===== src/sv/rrt_pkg.sv =====
// ---------------------------------------------------------------------------
// rrt_pkg
// Shared types and constants for the reset request tracker.
// ---------------------------------------------------------------------------
package rrt_pkg;

	localparam int          PADDR_W       = 3;
	localparam int          PDATA_W       = 32;
	localparam logic [31:0] TIMEOUT_RESET = 32'd1000;

	// register index, taken from paddr[2]
	localparam logic REG_TIMEOUT = 1'b0;

	typedef enum logic [1:0] {
		REQ_STATUS = 2'd0,
		REQ_BEGIN  = 2'd1,
		REQ_CANCEL = 2'd2,
		REQ_TICK   = 2'd3
	} req_type_t;

	typedef enum logic [2:0] {
		BS_NONE        = 3'd0,
		BS_STARTED     = 3'd1,
		BS_BAD_SESSION = 3'd2,
		BS_PENDING     = 3'd3,
		BS_NO_CONTEXT  = 3'd4
	} begin_status_t;

	typedef struct packed {
		req_type_t   req_type;
		logic [31:0] seq;
		logic [31:0] session_id;
		logic [31:0] now_ms;
		logic [31:0] boot_id;
		logic [31:0] challenge;
		logic        has_result;
		logic        result_ok;
		logic [7:0]  result_error;
	} req_item_t;

	typedef struct packed {
		begin_status_t begin_status;
		logic [31:0]   tgt_boot_id;
		logic [31:0]   target_challenge;
		logic          outcome_valid;
		logic [31:0]   outcome_seq;
		logic          outcome_ok;
		logic          outcome_timed_out;
		logic [7:0]    outcome_error;
	} res_item_t;

endpackage


===== src/sv/rrt_regs.sv =====
// ---------------------------------------------------------------------------
// rrt_regs
// APB register file: holds the request timeout in milliseconds.
// ---------------------------------------------------------------------------
module rrt_regs
	import rrt_pkg::*;
(
	input  logic               clk,
	input  logic               arst_n,
	input  logic               psel,
	input  logic               penable,
	input  logic               pwrite,
	input  logic [PADDR_W-1:0] paddr,
	input  logic [PDATA_W-1:0] pwdata,
	output logic [PDATA_W-1:0] prdata,
	output logic               pready,
	output logic [31:0]        timeout_lim
);

	logic        wr_en;
	logic [31:0] timeout_q;

	assign pready = 1'b1;
	assign wr_en  = psel && penable && pwrite && (paddr[2] == REG_TIMEOUT);

	always_ff @(posedge clk or negedge arst_n) begin
		if (!arst_n) begin
			timeout_q <= TIMEOUT_RESET;
		end else if (wr_en) begin
			timeout_q <= pwdata;
		end
	end

	assign prdata      = (paddr[2] == REG_TIMEOUT) ? timeout_q : '0;
	assign timeout_lim = timeout_q;

endmodule


===== src/sv/rrt_track.sv =====
// ---------------------------------------------------------------------------
// rrt_track
// Request state and per-request decision logic. State commits when the
// request in the input register moves into the result register.
// ---------------------------------------------------------------------------
module rrt_track
	import rrt_pkg::*;
(
	input  logic        clk,
	input  logic        arst_n,
	input  logic        step,
	input  req_item_t   item,
	input  logic [31:0] timeout_lim,
	output res_item_t   res
);

	logic        pending_q;
	logic        context_ok_q;
	logic [31:0] pend_seq_q;
	logic [31:0] pend_session_q;
	logic [31:0] pend_boot_q;
	logic [31:0] pend_since_q;
	logic [31:0] latest_boot_q;
	logic [31:0] latest_chal_q;

	logic        result_match;
	logic        start;
	logic        close;
	logic [31:0] elapsed;

	assign result_match = pending_q && item.has_result && (item.boot_id == pend_boot_q)
		&& (item.seq == pend_seq_q) && (item.session_id == pend_session_q);
	assign elapsed = item.now_ms - pend_since_q;

	always_comb begin
		res   = '0;
		start = 1'b0;
		close = 1'b0;
		unique case (item.req_type)
			REQ_STATUS: begin
				if (result_match) begin
					close             = 1'b1;
					res.outcome_valid = 1'b1;
					res.outcome_seq   = pend_seq_q;
					res.outcome_ok    = item.result_ok;
					res.outcome_error = item.result_error;
				end
			end
			REQ_BEGIN: begin
				priority if (item.session_id == '0) begin
					res.begin_status = BS_BAD_SESSION;
				end else if (pending_q) begin
					res.begin_status = BS_PENDING;
				end else if (!context_ok_q) begin
					res.begin_status = BS_NO_CONTEXT;
				end else begin
					start                = 1'b1;
					res.begin_status     = BS_STARTED;
					res.tgt_boot_id      = latest_boot_q;
					res.target_challenge = latest_chal_q;
				end
			end
			REQ_CANCEL: begin
				close = pending_q && (pend_seq_q == item.seq);
			end
			REQ_TICK: begin
				if (pending_q && (elapsed >= timeout_lim)) begin
					close                 = 1'b1;
					res.outcome_valid     = 1'b1;
					res.outcome_seq       = pend_seq_q;
					res.outcome_timed_out = 1'b1;
				end
			end
			default: ;
		endcase
	end

	always_ff @(posedge clk or negedge arst_n) begin
		if (!arst_n) begin
			pending_q    <= 1'b0;
			context_ok_q <= 1'b0;
		end else if (step) begin
			if (start) begin
				pending_q <= 1'b1;
			end else if (close) begin
				pending_q <= 1'b0;
			end
			if (item.req_type == REQ_STATUS) begin
				context_ok_q <= (item.boot_id != '0) && (item.challenge != '0);
			end
		end
	end

	// payload state, only read once written
	always_ff @(posedge clk) begin
		if (step && item.req_type == REQ_STATUS) begin
			latest_boot_q <= item.boot_id;
			latest_chal_q <= item.challenge;
		end
		if (step && start) begin
			pend_seq_q     <= item.seq;
			pend_session_q <= item.session_id;
			pend_boot_q    <= latest_boot_q;
			pend_since_q   <= item.now_ms;
		end
	end

endmodule


===== src/sv/reset_request_tracker_top.sv =====
// ---------------------------------------------------------------------------
// reset_request_tracker_top
// Tracks one outstanding reset request to a partner device.
//
//   channel  | handshake             | payload
//   ---------+-----------------------+-----------------------------------
//   in       | in_valid / in_stall   | req_type, seq, ... result_error
//   out      | out_valid / out_stall | begin_status, ... outcome_error
//   config   | APB psel / penable    | paddr, pwdata, prdata
//
// One request per cycle while out_stall is low; a request passes through the
// input register, then the result register. Request state updates as a request
// moves into the result register, so the next request sees it at once.
// out_stall holds the result register; in_stall rises only when both
// registers are full. Reset clears the pending flag and context and sets the timeout to TIMEOUT_RESET.
// ---------------------------------------------------------------------------
module reset_request_tracker_top
	import rrt_pkg::*;
(
	input  logic               clk,
	input  logic               arst_n,
	input  logic               in_valid,
	output logic               in_stall,
	input  logic [1:0]         req_type,
	input  logic [31:0]        seq,
	input  logic [31:0]        session_id,
	input  logic [31:0]        now_ms,
	input  logic [31:0]        boot_id,
	input  logic [31:0]        challenge,
	input  logic               has_result,
	input  logic               result_ok,
	input  logic [7:0]         result_error,
	output logic               out_valid,
	input  logic               out_stall,
	output logic [2:0]         begin_status,
	output logic [31:0]        tgt_boot_id,
	output logic [31:0]        target_challenge,
	output logic               outcome_valid,
	output logic [31:0]        outcome_seq,
	output logic               outcome_ok,
	output logic               outcome_timed_out,
	output logic [7:0]         outcome_error,
	input  logic               psel,
	input  logic               penable,
	input  logic               pwrite,
	input  logic [PADDR_W-1:0] paddr,
	input  logic [PDATA_W-1:0] pwdata,
	output logic [PDATA_W-1:0] prdata,
	output logic               pready
);

	logic        valid_s1;
	logic        valid_s2;
	req_item_t   item_s1;
	res_item_t   res_s2;
	res_item_t   res_next;
	logic [31:0] timeout_lim;
	logic        advance;
	logic        in_take;
	logic        step;

	assign advance  = !valid_s2 || !out_stall;
	assign in_stall = valid_s1 && !advance;
	assign in_take  = in_valid && !in_stall;
	assign step     = valid_s1 && advance;

	rrt_regs u_regs (
		.clk         (clk),
		.arst_n      (arst_n),
		.psel        (psel),
		.penable     (penable),
		.pwrite      (pwrite),
		.paddr       (paddr),
		.pwdata      (pwdata),
		.prdata      (prdata),
		.pready      (pready),
		.timeout_lim (timeout_lim)
	);

	rrt_track u_track (
		.clk         (clk),
		.arst_n      (arst_n),
		.step        (step),
		.item        (item_s1),
		.timeout_lim (timeout_lim),
		.res         (res_next)
	);

	always_ff @(posedge clk or negedge arst_n) begin
		if (!arst_n) begin
			valid_s1 <= 1'b0;
			valid_s2 <= 1'b0;
		end else begin
			if (in_take) begin
				valid_s1 <= 1'b1;
			end else if (advance) begin
				valid_s1 <= 1'b0;
			end
			if (advance) begin
				valid_s2 <= valid_s1;
			end
		end
	end

	always_ff @(posedge clk) begin
		if (in_take) begin
			item_s1.req_type     <= req_type_t'(req_type);
			item_s1.seq          <= seq;
			item_s1.session_id   <= session_id;
			item_s1.now_ms       <= now_ms;
			item_s1.boot_id      <= boot_id;
			item_s1.challenge    <= challenge;
			item_s1.has_result   <= has_result;
			item_s1.result_ok    <= result_ok;
			item_s1.result_error <= result_error;
		end
		if (step) begin
			res_s2 <= res_next;
		end
	end

	assign out_valid         = valid_s2;
	assign begin_status      = res_s2.begin_status;
	assign tgt_boot_id       = res_s2.tgt_boot_id;
	assign target_challenge  = res_s2.target_challenge;
	assign outcome_valid     = res_s2.outcome_valid;
	assign outcome_seq       = res_s2.outcome_seq;
	assign outcome_ok        = res_s2.outcome_ok;
	assign outcome_timed_out = res_s2.outcome_timed_out;
	assign outcome_error     = res_s2.outcome_error;

endmodule


===== config.mk =====
export PLATFORM = sky130hd
export DESIGN_NAME = reset_request_tracker_top
export DESIGN_NICKNAME = d
export VERILOG_FILES = /design/src/sv/rrt_pkg.sv /design/src/sv/rrt_regs.sv /design/src/sv/rrt_track.sv /design/src/sv/reset_request_tracker_top.sv
export SDC_FILE = /design/constraint.sdc
export NUM_CORES = 1
export LEC_CHECK = 0
export ABC_AREA = 1
export BUFFER_PORTS_ARGS = -buffer_cell sky130_fd_sc_hd__buf_2
export CORE_UTILIZATION = 55
export CTS_CLUSTER_SIZE = 30
export DETAILED_ROUTE_END_ITERATION = 12
export PLACE_DENSITY = 0.89
export RECOVER_POWER = 100
export SLEW_MARGIN = 15
export SYNTH_ARGS = -nofsm -noshare
export SYNTH_HDL_FRONTEND = slang
export SYNTH_HIERARCHICAL = 1
export SYNTH_SLANG_ARGS = --single-unit

===== constraint.sdc =====
create_clock -name clk -period 11.45 [get_ports clk]
set_clock_uncertainty 0.15 [all_clocks]
set_input_delay 0.5725 -clock clk [delete_from_list [all_inputs] [get_ports clk]]
set_output_delay 0.5725 -clock clk [all_outputs]
set_load 0.01 [all_outputs]

==> impl_metrics.prom <==
# TYPE chip_impl_metric gauge
chip_impl_metric{name="antenna_violations_before_repair",unit=""} 6
chip_impl_metric{name="std_cell_rows",unit=""} 73
chip_impl_metric{name="critPathRequiredTime",unit="ps"} 11550
chip_impl_metric{name="overflow",unit=""} 0
chip_impl_metric{name="numCtsBuffers",unit=""} 49
chip_impl_metric{name="final.period_utilization",unit="%"} 67.1
chip_impl_metric{name="ant_nets",unit=""} 0
chip_impl_metric{name="finalMaxSlewViolations",unit=""} 461
chip_impl_info{name="path_delay_family",value="buffers and inverters"} 1
chip_impl_metric{name="timing.hold.worst_path_depth",unit=""} 1
chip_impl_info{name="post-synth-top-count-cell",value="edfxtp_1"} 1
chip_impl_metric{name="syn_inst",unit=""} 1955
chip_impl_metric{name="synthToLayoutAreaGrowth",unit="%"} 21.9
chip_impl_info{name="crit_path_cell_trace",value="nor2_1 > nand2_1 > nor4_1 > nand2_1 > nor3_1 > nor2_1 > nand4_1 > clkinvlp_2 > buf_4"} 1
chip_impl_info{name="violations",value="capacitance limit, slew limit"} 1
chip_impl_metric{name="vias",unit=""} 16600
chip_impl_metric{name="drt_first_pass_iters",unit=""} 9
chip_impl_metric{name="syn-cell-area",unit="um^2"} 22200
chip_impl_metric{name="achievable-frequency",unit="MHz"} 130
chip_impl_info{name="worstHoldPathType",value="primary input to flip-flop"} 1
chip_impl_info{name="critical_path.endpoint_type",value="flip-flop"} 1
chip_impl_metric{name="ctsHtreeMaxLevel",unit=""} 2
chip_impl_metric{name="routed-wl-met3",unit="um"} 5500
chip_impl_metric{name="floorplan.initialDensity",unit="%"} 55.8
chip_impl_metric{name="via_per_inst",unit=""} 5.45
chip_impl_metric{name="clk_transition_reported_paths",unit="ps"} 70
chip_impl_metric{name="drive_gt1_share",unit="%"} 10.4
chip_impl_metric{name="die_w",unit="um"} 203
chip_impl_metric{name="count_of_cells_along_the_worst_register_to_register_path",unit=""} 9
chip_impl_metric{name="worst_pin_slew",unit="ps"} 5460
chip_impl_metric{name="final_net_count",unit=""} 2756
chip_impl_metric{name="slowest_delay",unit="ps"} 3210
chip_impl_metric{name="synth-seq-cells",unit=""} 510
chip_impl_metric{name="ys_warn_count",unit=""} 6
chip_impl_metric{name="synth_area_per_cell",unit="um^2"} 11.3
chip_impl_metric{name="synth-edff-count",unit=""} 474
chip_impl_metric{name="stdcell_area",unit="um^2"} 27000
chip_impl_metric{name="seq_area_frac_synth",unit="%"} 68.3
chip_impl_metric{name="post-cts-setup-buffer-count",unit=""} 0
chip_impl_metric{name="timing.critical_path.buf_inv",unit=""} 2
chip_impl_metric{name="remaining_drc_errors",unit=""} 0
chip_impl_metric{name="track_usage",unit="%"} 29.2
chip_impl_metric{name="detailedPlacementHpwl",unit="um"} 38300
chip_impl_metric{name="wire_length_of_the_first_global_routing_pass",unit="um"} 90800
chip_impl_info{name="synthFlopType",value="edfxtp_1"} 1
chip_impl_metric{name="die-height",unit="um"} 203
chip_impl_info{name="timing_worst_setup_path_type",value="flip-flop to flip-flop"} 1
chip_impl_info{name="critical_path.startpoint_type",value="flip-flop"} 1
chip_impl_metric{name="pin_count_of_the_biggest_net_entering_global_routing",unit=""} 122
chip_impl_metric{name="synth-async-reset-ratio",unit="%"} 7.06
chip_impl_metric{name="routedWlPerCell",unit="um"} 19.8
chip_impl_info{name="top_cells_by_area_in_the_synthesized_netlist",value="edfxtp_1 64%, nand2_1 6.3%, inv_1 6.2%"} 1
chip_impl_metric{name="postRouteWirelength",unit="um"} 60100
chip_impl_metric{name="first_global_vias",unit=""} 16500
chip_impl_info{name="clockRootBuffer",value="clkbuf_16"} 1
chip_impl_metric{name="dr_wl_met2",unit="um"} 29200
chip_impl_info{name="cts_tree",value="done"} 1
chip_impl_metric{name="top_level_ports",unit=""} 359
chip_impl_metric{name="routedLengthMet1",unit="um"} 21900
chip_impl_metric{name="timing.final.setup_violations",unit=""} 0
chip_impl_metric{name="timing.max_slew.rel_slack",unit="%"} -264
chip_impl_info{name="dr.max_layer_used",value="met5"} 1
chip_impl_metric{name="number_of_clock_sinks_seen_by_cts",unit=""} 510
chip_impl_metric{name="numPortBuffers",unit=""} 355
chip_impl_metric{name="globalplace.congestion",unit=""} 0.899
chip_impl_metric{name="hold_viol",unit=""} 0
chip_impl_metric{name="peakVddDrop",unit="uV"} 147
chip_impl_metric{name="die-area",unit="um^2"} 41100
chip_impl_metric{name="total_negative_slack",unit="ps"} 0
chip_impl_metric{name="clock_insertion_delay_worst_skew",unit="ps"} 610
chip_impl_info{name="post_synth_most_frequent_cells",value="474 x edfxtp_1, 370 x nand2_1, 367 x inv_1"} 1
chip_impl_info{name="grt_setup_unrepaired",value="false"} 1
chip_impl_metric{name="dpl-instance-area",unit="um^2"} 24500
chip_impl_metric{name="ctsResizeCount",unit=""} 0
chip_impl_metric{name="first_iter_violations",unit=""} 1541
chip_impl_metric{name="max_cap_viol_count",unit=""} 8
chip_impl_info{name="synth_area_leader_cell",value="edfxtp_1"} 1
chip_impl_metric{name="fin_crit",unit="ps"} 7690
chip_impl_metric{name="synth_fp_nets",unit=""} 2237
chip_impl_metric{name="worstPathArrival",unit="ps"} 7780
chip_impl_metric{name="core_area",unit="um^2"} 39700
chip_impl_metric{name="p_per_area",unit="nW/um^2"} 163
chip_impl_metric{name="crit_fanout",unit=""} 85
chip_impl_metric{name="cellLeakagePower",unit="nW"} 11.5
chip_impl_info{name="run_status",value="complete, but fails checks"} 1
chip_impl_metric{name="cp.depth",unit=""} 9
chip_impl_metric{name="synth_top_area_share",unit="%"} 64.2
chip_impl_info{name="critPathSlowestCell",value="clkinvlp_2"} 1
chip_impl_metric{name="cts_max_path_buffers",unit=""} 3
chip_impl_metric{name="synth.distinct_cells",unit=""} 40
## flip-flops by register name, summed over array words and instances, names as in the netlist, 3 cells and up
name and cells:
u_track/pend_boot_q 32, outcome_error 8, u_track/pend_since_q 32, u_regs/timeout_lim 32, outcome_seq 32, tgt_boot_id 32
begin_status 3, u_track/pend_session_q 32, u_track/pend_seq_q 32, item_s1 172, u_track/latest_boot_q 32, u_track/latest_chal_q 32
target_challenge 32
## layer usage
| layer | vias up | track usage (%) |
|---|---|---|
| met5 | - | 0 |
| met4 | 4 | 16.3 |
| met3 | 248 | 5.83 |
| met2 | 1099 | 49.1 |
| met1 | 7737 | 35.3 |
| li1 | 7494 | - |
## report_power, final
group	leakage, nW	switching, W	internal [W]
Clock	0.742	0.000714	0.000877
Sequential	4.93	0.0000807	0.00219
Combinational	5.84	0.000338	0.000189
Total	11.5	0.00113	0.00326
## cell usage in the layout (no fill, tap or decap), drive strengths merged, types with 5 or more instances in the layout
master / count
edfxtp: 474
nand2: 373
inv: 369
nor2: 268
clkbuf: 250
buf: 167
dlygate4sd3: 130
nand3: 73
ha: 67
a21oi: 54
o21ai: 33
dfrtp: 30
nand4: 30
xor2: 30
nor4: 29
xnor2: 28
nor3: 27
clkinv: 22
nor3b: 7
dfstp: 6
clkinvlp: 6
o21bai: 5
## cell families (layout without fill, tap and decap cells)
group	count (synthesis)	count (layout)	synth area share (%)
simple gates	814	814	15.5
other cells	1	5	0.0169
xor+xnor	58	58	2.29
buf+inv	392	948	7.12
flops	510	510	68.3
fa+ha+maj	68	68	3.87
compound gates	112	112	2.86
## area by class of cell
type,count,area (um^2)
inverters,369,1390
fillers,2772,12700
clock inverters,32,277
multi-input cells,1053,5410
diodes,4,10.0
repair buffers,491,2870
flip-flops and latches,510,15100
clock buffers,56,1250
well taps,525,657
## final timing paths
path | start | to | slack (ps)
worst max-delay path | item_s1[113] | u_track/pend_since_q[28] | 3760
worst min register to register | u_track/latest_boot_q[9] | u_track/pend_boot_q[9] | 290
max in group asynchronous | arst_n | u_regs/timeout_lim[2] | 8900
worst min-delay path | boot_id[5] | item_s1[47] | 20
worst max register to register | item_s1[113] | u_track/pend_since_q[28] | 3760
min in group asynchronous | arst_n | u_track/pending_q | 1020
## through the flow
stage	power [W]	setup WS (ps)	hold WS, ps	instances	util (%)
global placement	0.00275	7160	281	2818	61.6
finish	0.00439	3760	20.9	3040	68.0
floorplan	0.00259	1700	127	1955	-
CTS	0.00437	7030	0.136	3036	68.7
detailed placement	0.00278	7050	282	2818	61.6
global route	0.00454	3370	0.820	3039	68.0
## repair_timing
action / 4_1_cts / 5_1_grt
endpoints found under the setup margin: 0 / 0
endpoints found under the hold margin: 159 / 0
hold buffers: 130 / 0
Note: power is estimated with default switching activity, not from simulation.
